### src/rtl/lccf_pkg.sv
package lccf_pkg;

    localparam int SAMPLE_W    = 11;
    localparam int WEIGHT_W    = 16;
    localparam int STATUS_W    = 2;
    localparam int FACTOR_W    = 24;
    localparam int OFFSET_W    = 32;
    localparam int WINDOW_W    = 4;
    localparam int STEP_W      = 10;
    localparam int CFG_INDEX_W = 2;
    localparam int CFG_DATA_W  = 32;

    localparam int ADC_TOP      = 1020;
    localparam int SCALE_SHIFT  = 10;
    localparam int SCALE_MASK   = (1 << SCALE_SHIFT) - 1;
    localparam int ROUND_BIAS   = 4;
    localparam int ROUND_STEP   = 10;
    localparam int TENS_TOP     = 32760;
    localparam int FACTOR_RESET = 1024;

    localparam logic [CFG_INDEX_W-1:0] REG_SCALE_FACTOR  = 2'd0;
    localparam logic [CFG_INDEX_W-1:0] REG_SCALE_OFFSET  = 2'd1;
    localparam logic [CFG_INDEX_W-1:0] REG_WINDOW_MINUS1 = 2'd2;
    localparam logic [CFG_INDEX_W-1:0] REG_DIVISION_STEP = 2'd3;

    localparam logic [STATUS_W-1:0] STATUS_OK    = 2'd0;
    localparam logic [STATUS_W-1:0] STATUS_OVER  = 2'd1;
    localparam logic [STATUS_W-1:0] STATUS_UNDER = 2'd2;

    typedef struct packed {
        logic insert;
        logic rotate;
    } lccf_cell_ctl_t;

endpackage

### src/rtl/load_cell_calibrate_filter.sv
// Load cell calibration and filtering. A sample word enters on the s_ channel
// (s_valid, s_ready, s_adc_sample) and one result word leaves on the m_ channel
// (m_valid, m_ready, m_weight, m_status) for every sample taken.
// Gain, offset, window length and quantization step are written on the cfg_
// port by the user only while no sample is in flight; the block does not check.
// A valid sample is scaled by one multiply, pushed into a row of RING_DEPTH
// cells, and the cells then rotate once around so that the newest entries
// pass the accumulator one per cycle. A bit-serial divider forms the average
// and then the quantization remainder, one quotient bit per cycle each time.
// An out-of-range sample skips the multiply, the ring and the divider: its
// status word is set in ST_IDLE and goes straight to the output register.
// One sample is in work at a time, so a new sample is taken only once the
// last one has been loaded into the output register.
// The result sits in an output register, so the next sample is taken while a
// finished word waits; if the receiver stalls, the block holds its next
// result until the output register frees.
// Reset clears all cells to zero, restores the register defaults and drops
// any word in flight.
module load_cell_calibrate_filter #(
    parameter int RING_DEPTH = 10
) (
    input  logic                                     aclk,
    input  logic                                     aresetn,
    input  logic                                     s_valid,
    output logic                                     s_ready,
    input  logic signed [lccf_pkg::SAMPLE_W-1:0]     s_adc_sample,
    output logic                                     m_valid,
    input  logic                                     m_ready,
    output logic signed [lccf_pkg::WEIGHT_W-1:0]     m_weight,
    output logic        [lccf_pkg::STATUS_W-1:0]     m_status,
    input  logic                                     cfg_wr_en,
    input  logic        [lccf_pkg::CFG_INDEX_W-1:0]  cfg_wr_index,
    input  logic        [lccf_pkg::CFG_DATA_W-1:0]   cfg_wr_data
);
    import lccf_pkg::*;

    localparam int SUM_W   = WEIGHT_W + $clog2(RING_DEPTH);
    localparam int QB_W    = WEIGHT_W + 1;
    localparam int DIV_W   = (SUM_W > QB_W) ? SUM_W : QB_W;
    localparam int CNT_W   = $clog2(RING_DEPTH);
    localparam int CW_MIN  = WINDOW_W + 1;
    localparam int CW      = ($clog2(RING_DEPTH + 1) > CW_MIN) ? $clog2(RING_DEPTH + 1) : CW_MIN;
    localparam int MAG_W   = SAMPLE_W - 1;
    localparam int PROD_W  = FACTOR_W + SAMPLE_W;
    localparam int SSUM_W  = PROD_W + 1;
    localparam int SQ_W    = SSUM_W - SCALE_SHIFT;

    localparam logic [2:0] ST_IDLE  = 3'd0;
    localparam logic [2:0] ST_MUL   = 3'd1;
    localparam logic [2:0] ST_SCALE = 3'd2;
    localparam logic [2:0] ST_SUM   = 3'd3;
    localparam logic [2:0] ST_DIV1  = 3'd4;
    localparam logic [2:0] ST_DIV2  = 3'd5;
    localparam logic [2:0] ST_DONE  = 3'd6;

    logic signed [FACTOR_W-1:0] factor_reg;
    logic signed [OFFSET_W-1:0] offset_reg;
    logic        [WINDOW_W-1:0] window_reg;
    logic        [STEP_W-1:0]   step_reg;

    logic [2:0] state_reg, state_next;
    logic       m_valid_reg;
    logic       out_load;

    logic        [MAG_W-1:0]    sample_reg, sample_next;
    logic signed [PROD_W-1:0]   prod_reg, prod_next;
    logic signed [SUM_W-1:0]    acc_reg, acc_next;
    logic        [CNT_W-1:0]    rot_cnt_reg, rot_cnt_next;
    logic signed [QB_W-1:0]     qbase_reg, qbase_next;
    logic signed [WEIGHT_W-1:0] res_weight_reg, res_weight_next;
    logic        [STATUS_W-1:0] res_status_reg, res_status_next;
    logic signed [WEIGHT_W-1:0] m_weight_reg;
    logic        [STATUS_W-1:0] m_status_reg;

    logic signed [SSUM_W-1:0]   scale_sum, scale_adj;
    logic signed [SQ_W-1:0]     scale_q;
    logic                       scale_fits;
    logic signed [WEIGHT_W-1:0] scaled;

    logic [CW-1:0] count_full, count;

    logic signed [WEIGHT_W-1:0] avg;
    logic signed [QB_W-1:0]     quant;

    logic                       div_start;
    logic signed [DIV_W-1:0]    div_dividend;
    logic        [STEP_W-1:0]   div_divisor;
    logic                       div_done;
    logic signed [DIV_W-1:0]    div_quotient;
    logic signed [STEP_W:0]     div_remainder;

    lccf_cell_ctl_t             cell_ctl;
    logic signed [WEIGHT_W-1:0] cell_value [RING_DEPTH];

    always_ff @(posedge aclk) begin
        if (!aresetn) begin
            factor_reg <= FACTOR_W'(FACTOR_RESET);
            offset_reg <= '0;
            window_reg <= '0;
            step_reg   <= '0;
        end else if (cfg_wr_en) begin
            unique case (cfg_wr_index)
                REG_SCALE_FACTOR:  factor_reg <= cfg_wr_data[FACTOR_W-1:0];
                REG_SCALE_OFFSET:  offset_reg <= cfg_wr_data[OFFSET_W-1:0];
                REG_WINDOW_MINUS1: window_reg <= cfg_wr_data[WINDOW_W-1:0];
                REG_DIVISION_STEP: step_reg   <= cfg_wr_data[STEP_W-1:0];
                default: ;
            endcase
        end
    end

    always_comb begin
        count_full = CW'(window_reg) + CW'(1);
        count      = (count_full > CW'(RING_DEPTH)) ? CW'(RING_DEPTH) : count_full;
    end

    always_comb begin
        scale_sum  = SSUM_W'(prod_reg) + SSUM_W'(offset_reg);
        scale_adj  = scale_sum + (scale_sum[SSUM_W-1] ? SSUM_W'(SCALE_MASK) : SSUM_W'(0));
        scale_q    = $signed(scale_adj[SSUM_W-1:SCALE_SHIFT]);
        scale_fits = (scale_q[SQ_W-1:WEIGHT_W-1] == '0) || (scale_q[SQ_W-1:WEIGHT_W-1] == '1);
        if (scale_fits) begin
            scaled = scale_q[WEIGHT_W-1:0];
        end else if (scale_q[SQ_W-1]) begin
            scaled = {1'b1, {(WEIGHT_W-1){1'b0}}};
        end else begin
            scaled = {1'b0, {(WEIGHT_W-1){1'b1}}};
        end
    end

    assign cell_ctl.insert = (state_reg == ST_SCALE);
    assign cell_ctl.rotate = (state_reg == ST_SUM);

    for (genvar i = 0; i < RING_DEPTH; i++) begin : g_cell
        logic signed [WEIGHT_W-1:0] prev_value;
        if (i == 0) begin : g_head
            assign prev_value = scaled;
        end else begin : g_body
            assign prev_value = cell_value[i-1];
        end
        lccf_cell u_cell (
            .aclk       (aclk),
            .aresetn    (aresetn),
            .ctl        (cell_ctl),
            .prev_value (prev_value),
            .next_value (cell_value[(i + 1) % RING_DEPTH]),
            .value      (cell_value[i])
        );
    end

    lccf_div #(
        .DIV_W (DIV_W),
        .DSR_W (STEP_W)
    ) u_div (
        .aclk      (aclk),
        .aresetn   (aresetn),
        .start     (div_start),
        .dividend  (div_dividend),
        .divisor   (div_divisor),
        .done      (div_done),
        .quotient  (div_quotient),
        .remainder (div_remainder)
    );

    assign out_load = (state_reg == ST_DONE) && (!m_valid_reg || m_ready);
    assign avg      = div_quotient[WEIGHT_W-1:0];
    assign quant    = qbase_reg - QB_W'(div_remainder);

    always_comb begin
        state_next      = state_reg;
        sample_next     = sample_reg;
        prod_next       = prod_reg;
        acc_next        = acc_reg;
        rot_cnt_next    = rot_cnt_reg;
        qbase_next      = qbase_reg;
        res_weight_next = res_weight_reg;
        res_status_next = res_status_reg;
        div_start       = 1'b0;
        div_dividend    = DIV_W'(acc_reg);
        div_divisor     = STEP_W'(count);
        unique case (state_reg)
            ST_IDLE: begin
                if (s_valid) begin
                    sample_next = s_adc_sample[MAG_W-1:0];
                    if (s_adc_sample[SAMPLE_W-1]) begin
                        res_weight_next = '0;
                        res_status_next = STATUS_UNDER;
                        state_next      = ST_DONE;
                    end else if (s_adc_sample > SAMPLE_W'(ADC_TOP)) begin
                        res_weight_next = '0;
                        res_status_next = STATUS_OVER;
                        state_next      = ST_DONE;
                    end else begin
                        state_next = ST_MUL;
                    end
                end
            end
            ST_MUL: begin
                prod_next  = factor_reg * $signed({1'b0, sample_reg});
                state_next = ST_SCALE;
            end
            ST_SCALE: begin
                acc_next     = '0;
                rot_cnt_next = '0;
                state_next   = ST_SUM;
            end
            ST_SUM: begin
                if (CW'(rot_cnt_reg) < count) begin
                    acc_next = acc_reg + SUM_W'(cell_value[0]);
                end
                rot_cnt_next = rot_cnt_reg + CNT_W'(1);
                if (rot_cnt_reg == CNT_W'(RING_DEPTH - 1)) begin
                    div_start    = 1'b1;
                    div_dividend = DIV_W'(acc_next);
                    state_next   = ST_DIV1;
                end
            end
            ST_DIV1: begin
                if (div_done) begin
                    if (step_reg == '0) begin
                        qbase_next  = QB_W'(avg) + QB_W'(ROUND_BIAS);
                        div_divisor = STEP_W'(ROUND_STEP);
                    end else begin
                        qbase_next  = QB_W'(avg);
                        div_divisor = step_reg;
                    end
                    div_start    = 1'b1;
                    div_dividend = DIV_W'(qbase_next);
                    state_next   = ST_DIV2;
                end
            end
            ST_DIV2: begin
                if (div_done) begin
                    if (!quant[QB_W-1] && quant[WEIGHT_W-1]) begin
                        res_weight_next = WEIGHT_W'(TENS_TOP);
                    end else begin
                        res_weight_next = quant[WEIGHT_W-1:0];
                    end
                    res_status_next = STATUS_OK;
                    state_next      = ST_DONE;
                end
            end
            ST_DONE: begin
                if (out_load) begin
                    state_next = ST_IDLE;
                end
            end
            default: begin
                state_next = ST_IDLE;
            end
        endcase
    end

    always_ff @(posedge aclk) begin
        if (!aresetn) begin
            state_reg   <= ST_IDLE;
            rot_cnt_reg <= '0;
            m_valid_reg <= 1'b0;
        end else begin
            state_reg   <= state_next;
            rot_cnt_reg <= rot_cnt_next;
            if (out_load) begin
                m_valid_reg <= 1'b1;
            end else if (m_ready) begin
                m_valid_reg <= 1'b0;
            end
        end
    end

    always_ff @(posedge aclk) begin
        sample_reg     <= sample_next;
        prod_reg       <= prod_next;
        acc_reg        <= acc_next;
        qbase_reg      <= qbase_next;
        res_weight_reg <= res_weight_next;
        res_status_reg <= res_status_next;
        if (out_load) begin
            m_weight_reg <= res_weight_reg;
            m_status_reg <= res_status_reg;
        end
    end

    assign s_ready  = (state_reg == ST_IDLE);
    assign m_valid  = m_valid_reg;
    assign m_weight = m_weight_reg;
    assign m_status = m_status_reg;

endmodule

### src/rtl/lccf_cell.sv
module lccf_cell (
    input  logic                                  aclk,
    input  logic                                  aresetn,
    input  lccf_pkg::lccf_cell_ctl_t              ctl,
    input  logic signed [lccf_pkg::WEIGHT_W-1:0]  prev_value,
    input  logic signed [lccf_pkg::WEIGHT_W-1:0]  next_value,
    output logic signed [lccf_pkg::WEIGHT_W-1:0]  value
);
    import lccf_pkg::*;

    logic signed [WEIGHT_W-1:0] value_reg;
    logic signed [WEIGHT_W-1:0] value_next;

    always_comb begin
        value_next = value_reg;
        if (ctl.insert) begin
            value_next = prev_value;
        end else if (ctl.rotate) begin
            value_next = next_value;
        end
    end

    always_ff @(posedge aclk) begin
        if (!aresetn) begin
            value_reg <= '0;
        end else begin
            value_reg <= value_next;
        end
    end

    assign value = value_reg;

endmodule

### src/rtl/lccf_div.sv
module lccf_div #(
    parameter int DIV_W = 20,
    parameter int DSR_W = 10
) (
    input  logic                    aclk,
    input  logic                    aresetn,
    input  logic                    start,
    input  logic signed [DIV_W-1:0] dividend,
    input  logic        [DSR_W-1:0] divisor,
    output logic                    done,
    output logic signed [DIV_W-1:0] quotient,
    output logic signed [DSR_W:0]   remainder
);
    import lccf_pkg::*;

    localparam int CNT_W = $clog2(DIV_W + 1);

    logic             busy_reg, busy_next;
    logic             done_reg, done_next;
    logic [CNT_W-1:0] cnt_reg, cnt_next;
    logic             neg_reg, neg_next;
    logic [DIV_W-1:0] quo_reg, quo_next;
    logic [DSR_W-1:0] rem_reg, rem_next;
    logic [DSR_W-1:0] dsr_reg, dsr_next;

    logic [DSR_W:0]   shifted;
    logic [DSR_W+1:0] diff;
    logic             fits;

    always_comb begin
        shifted   = {rem_reg, quo_reg[DIV_W-1]};
        diff      = {1'b0, shifted} - {2'b00, dsr_reg};
        fits      = !diff[DSR_W+1];
        busy_next = busy_reg;
        done_next = 1'b0;
        cnt_next  = cnt_reg;
        neg_next  = neg_reg;
        quo_next  = quo_reg;
        rem_next  = rem_reg;
        dsr_next  = dsr_reg;
        if (start) begin
            busy_next = 1'b1;
            cnt_next  = CNT_W'(DIV_W);
            neg_next  = dividend[DIV_W-1];
            quo_next  = dividend[DIV_W-1] ? DIV_W'(-dividend) : DIV_W'(dividend);
            rem_next  = '0;
            dsr_next  = divisor;
        end else if (busy_reg) begin
            quo_next = {quo_reg[DIV_W-2:0], fits};
            rem_next = fits ? diff[DSR_W-1:0] : shifted[DSR_W-1:0];
            cnt_next = cnt_reg - CNT_W'(1);
            if (cnt_reg == CNT_W'(1)) begin
                busy_next = 1'b0;
                done_next = 1'b1;
            end
        end
    end

    always_ff @(posedge aclk) begin
        if (!aresetn) begin
            busy_reg <= 1'b0;
            done_reg <= 1'b0;
            cnt_reg  <= '0;
        end else begin
            busy_reg <= busy_next;
            done_reg <= done_next;
            cnt_reg  <= cnt_next;
        end
    end

    always_ff @(posedge aclk) begin
        neg_reg <= neg_next;
        quo_reg <= quo_next;
        rem_reg <= rem_next;
        dsr_reg <= dsr_next;
    end

    assign done      = done_reg;
    assign quotient  = neg_reg ? -$signed(quo_reg) : $signed(quo_reg);
    assign remainder = neg_reg ? -$signed({1'b0, rem_reg}) : $signed({1'b0, rem_reg});

endmodule

### config.mk
export PLATFORM = sky130hd
export DESIGN_NAME = load_cell_calibrate_filter
export DESIGN_NICKNAME = d
export VERILOG_FILES = /design/src/rtl/lccf_pkg.sv /design/src/rtl/load_cell_calibrate_filter.sv /design/src/rtl/lccf_cell.sv /design/src/rtl/lccf_div.sv
export SDC_FILE = /design/constraint.sdc
export NUM_CORES = 2
export LEC_CHECK = 0
export ABC_CLOCK_PERIOD_IN_PS = 7400
export BUFFER_PORTS_ARGS = -buffer_cell sky130_fd_sc_hd__buf_2
export CAP_MARGIN = 20
export CELL_PAD_IN_SITES_DETAIL_PLACEMENT = 0
export CELL_PAD_IN_SITES_GLOBAL_PLACEMENT = 1
export CORE_ASPECT_RATIO = 1.5
export CORE_MARGIN = 2
export CORE_UTILIZATION = 24
export DETAILED_ROUTE_END_ITERATION = 16
export PLACE_DENSITY = 0.56
export SYNTH_ARGS = -nofsm -noshare
export SYNTH_HDL_FRONTEND = slang
export SYNTH_HIERARCHICAL = 1
export SYNTH_SLANG_ARGS = --single-unit
export TNS_END_PERCENT = 100
### constraint.sdc
create_clock -name aclk -period 7.4 [get_ports aclk]
set_input_delay 0.74 -clock aclk [delete_from_list [all_inputs] [get_ports aclk]]
set_output_delay 0.74 -clock aclk [all_outputs]
set_load 0.01 [all_outputs]
Word-level counts from Yosys, hierarchy flattened
Index checks and enable logic that the tools add are counted.

Multiply operators: 1. Multiplexer cells: 70. Eq/ne operators: 18. Bitwise logic cells: 4. $add $sub $neg: 12. Reductions and logical operators: 26. $lt $le $gt $ge: 3.

Operators with widths (count): $mux W16 (28); $mux W20 (6); $pmux W20 S2 (2); $add A35 B32 Y36 (1); $add A36 B11 Y36 (1); $mul A24 B11 Y35 (1); $pmux W16 S2 (1); $mux W5 (6); $mux W3 (7); $pmux W3 S7 (1); $add A20 B16 Y20 (1); $mux W10 (2); $neg A20 Y20 (1); $add A16 B4 Y17 const B (1); $mux W17 (1); $sub A17 B11 Y17 (1); $neg A16 Y16 (1); $reduce_and A2 Y1 (6); $sub A11 B10 Y12 (1); $eq A11 B11 Y1 const B (1); $gt A11 B11 Y1 const B (1); $logic_not A11 Y1 (1); $mux W11 (1); $neg A10 Y11 (1); 32 further kinds (60).

Register bits after elaboration: 404. Word-level logic and storage cells: 168. Input port bits: 50. Output and inout port bits: 20.

Depth between registers and ports, before layout
Word-level depth: 10. Mapped depth: 25. Gate-level depth less buffers: 24.

Hierarchy
Netlist, hierarchy kept.

By module, submodules not included: load_cell_calibrate_filter (sequential area each 5104.9 um^2, cells an instance 2312, area each 20930.1 um^2, instances 1); lccf_cell (sequential area each 320.3 um^2, cells an instance 71, area each 852.1 um^2, instances 10); lccf_div (sequential area each 1271.2 um^2, cells an instance 354, area each 3284.4 um^2, instances 1).

Least setup slack after synthesis
Ideal clock, no wire load.

Path kind: register -> register. Start point: reg sample_reg[7]. End point: reg prod_reg[27], data pin. Cell stages (with the launch flop): 22. Library setup time: 0.262 ns. Path slack: 1.559 ns. Required time: 7.138 ns. Path buffers: 1. Arrival: 5.579 ns. Cells stage by stage: edfxtp_1 -> clkbuf_1 -> and2_1 -> fa_1 -> fa_1 -> inv_1 -> fa_1 -> fa_1 -> inv_1 -> fa_1 -> ha_1 -> a21o_1 -> a21o_1 -> a21o_1 -> nand3_1 -> a41oi_1 -> nor2_1 -> o211ai_1 -> or4_1 -> a31oi_1 -> o21bai_1 -> xor2_1.

Longest elaborated chain between the ends: 1.

RTL lines: start: declaration (line load_cell_calibrate_filter.sv:65) `logic [MAG_W-1:0] sample_reg, sample_next;`; start signal: assignment (line load_cell_calibrate_filter.sv:271) `sample_reg <= sample_next;`; $mul A24 B11 Y35 (line load_cell_calibrate_filter.sv:199) `prod_next = factor_reg * $signed({1'b0, sample_reg});`; end signal: assignment (line load_cell_calibrate_filter.sv:272) `prod_reg <= prod_next;`; end: declaration (line load_cell_calibrate_filter.sv:66) `logic signed [PROD_W-1:0] prod_reg, prod_next;`.

Every way passes these cells. A chain may end at the register's enable or synchronous reset.

Worst setup path after layout
Start point: reg sample_reg[4]. End point: reg prod_reg[34], data pin.

The elaborated chain is that of the path after synthesis.

==> flow_summary.json <==
{
  "run_status": "finished clean",
  "finalWorstSetupSlack_ps": 774,
  "drive_above_1_share": 0.121,
  "post_synth_instance_area_mm2": 0.0326,
  "cp-start-kind": "flip-flop",
  "grt_first_pass_wirelength_mm": 140,
  "drt_drc_violations_left": 0,
  "grt_start_max_net_pins": 230,
  "post_synth.cell_area_avg_um2": 9.70,
  "post_drt_wl_per_cell_um": 17.0,
  "antennaDiodeCount": 0,
  "via_count_of_the_first_global_routing_pass": 24700,
  "ctsHoldBuffers": 0,
  "arrival_ps": 6950,
  "ir_worst_vdd_mv": 0.257,
  "die_height_um": 456,
  "drt_pre_antenna_iters": 5,
  "postCtsSetupBuffers": 0,
  "cellInternalPower_w": 0.00642,
  "syn_nets": 3804,
  "multi_input_comb_area_mm2": 0.0210,
  "final_core_utilization": 0.269,
  "worstHoldEndpoint": "sample_reg[0]",
  "regToRegSetupSlack_ps": 770,
  "critical_path.max_fanout": 19,
  "startpoint_to_endpoint_class_of_the_critical_path": "flip-flop to flip-flop",
  "seqCellArea_mm2": 0.00958,
  "design.die.area_mm2": 0.139,
  "final-hold-violation-count": 0,
  "min-delay-start": "s_adc_sample[0]",
  "gpl.final_weighted_congestion": 0.808,
  "track_usage": 0.126,
  "final_cells": 5134,
  "fin_worst_skew_ps": 20.6,
  "post_dp_cell_area_mm2": 0.0345,
  "place.detailed.hpwl_mm": 67.4,
  "clkLatencyLatePin_ps": 610,
  "mapped_cells": 3366,
  "detailroute.via_count": 23400,
  "ctsRootBufferMaster": "clkbuf_16",
  "setup_tns_ps": 0,
  "worstPathBufferInverterCount": 2,
  "p_clk_frac": 0.244,
  "power_frac_seq": 0.346,
  "final_max_slew_viol_count": 0,
  "dr.first_iter.drc_count": 1147,
  "cts_num_sinks": 404,
  "worstHoldPathCells": 1,
  "crit-reg2reg-capture": "prod_reg[34]",
  "cp_top_family": "adder cells",
  "critPathMaxStageDelay_ps": 910,
  "fillerInstances": 14400,
  "relSlewSlack": 0.279,
  "core-area_mm2": 0.135,
  "postRouteWirelength_mm": 87.4,
  "post-place-cells": 5044,
  "crit_slowest_cell": "edfxtp_1",
  "share_comb_of_total_power": 0.411,
  "antenna_violating_nets_post_route": 0,
  "cellPowerDensity_mw_per_mm2": 282,
  "floorplan.initialDensity": 0.242,
  "tritoncts_clock_tree": "done",
  "power_leakage_nw": 16.0,
  "netSwitchingPower_w": 0.00379,
  "layout_overhead_on_the_synthesized_area_pct": 10.9,
  "grt_setup_unrepaired": "no",
  "crit_required_ps": 7720,
  "crit_top_cell": "fa_1",
  "max_reg_flops": 160,
  "final_nets": 3781,
  "ys_warn_count": 6,
  "boundaryPins": 70,
  "worstHoldPathType": "input port to flip-flop",
  "startpoint_of_the_lowest_slack_register_to_register_path": "sample_reg[4]",
  "final_cell_mix": "nand2_1, inv_1, dfxtp_1",
  "commonest_non_fill_non_tap_cell_in_the_layout": "nand2_1",
  "ctsHtreeMaxLevel": 2,
  "finalWorstPathRequiredPeriod_ps": 6630,
  "timing.reg2reg.worst_path_depth": 22,
  "number_of_placement_rows": 165,
  "maxClockFrequency_ghz": 0.151,
  "clk_pin_slew_ps": 60,
  "routed_via_density": 4.57,
  "finalSetupViolations": 0,
  "global_route_total_overflow": 0,
  "cts_made_buffers": 49,
  "post-route-period-util": 0.895,
  "cells_along_the_critical_path": "buf_4 > nand2_1 > fa_1 > fa_1 > fa_1 > fa_1 > inv_1 > fa_1 > ha_1 > o21ai_0 > a21oi_1 > o21ai_0 > nand2b_1 > a31oi_1 > a21o_1 > o2111ai_1 > nand2_1 > o2111ai_1 > a21oi_1 > o21bai_1 > a21oi_1 > xnor2_1",
  "ctsLongestPathBuffers": 3,
  "drv.max_cap_violation_count": 0,
  "switching_share": 0.371,
  "finish.instance_area_mm2": 0.0362,
  "ctsResizeCount": 0,
  "port-buffer-count": 69,
  "timing_worst_slew_pin_value_ps": 1080,
  "place_worst_setup_slack_ps": 857,
  "grt_antenna_before_repair": 5,
  "endpoint_kind": "flip-flop",
  "die-width_um": 305
}
-- worst register-to-register path: cells and delay by family (launching register included) --
kind            cells  cell delay (ps)
compound gates     10             1710
xor+xnor            1              140
fa+ha+maj           6             2920
buf+inv             2              340
flops               1              910
simple gates        3              360
-- area by class of cell --
class | count | area share
clock buffers | 68 | 0.0390
well taps | 1753 | 0.0606
clock inverters | 21 | 0.00653
multi-input cells | 2489 | 0.580
repair buffers | 107 | 0.0186
inverters | 292 | 0.0305
flip-flops and latches | 404 | 0.265
-- metrics by stage --
step           hold WS, ps  total power (W)
6_report               351           0.0102
2_1_floorplan          400          0.00676
3_3_place_gp           401          0.00779
5_1_grt                310           0.0110
3_5_place_dp           406          0.00782
4_1_cts                302           0.0104
-- how the worst max path moves through the flow --
stage	from	end	cells past startpoint
after floorplan	sample_reg[7]	prod_reg[27]	21
after global placement	sample_reg[6]	prod_reg[27]	20
after detailed placement	sample_reg[4]	prod_reg[34]	20
after CTS	sample_reg[6]	prod_reg[34]	21
after global routing	sample_reg[4]	prod_reg[34]	22
final	sample_reg[4]	prod_reg[34]	22
-- power groups by stage --
stage / sequential [W] / clock (W) / combinational, W
finish: 0.00353 / 0.00249 / 0.00419
global route: 0.00363 / 0.00267 / 0.00469
CTS: 0.00355 / 0.00259 / 0.00425
detailed placement: 0.00359 / 0 / 0.00423
global placement: 0.00359 / 0 / 0.00420
floorplan: 0.00330 / 0 / 0.00346
-- routing by layer --
metal | track usage | wire length, um | vias up
met3 | 0.0127 | 2320 | 130
met1 | 0.140 | 35000 | 11500
met4 | 0.0411 | 2790 | 0
li1 | - | - | 11500
met5 | 0 | 0 | -
met2 | 0.245 | 47400 | 314
No activity file was read; power rests on OpenSTA's default activity.
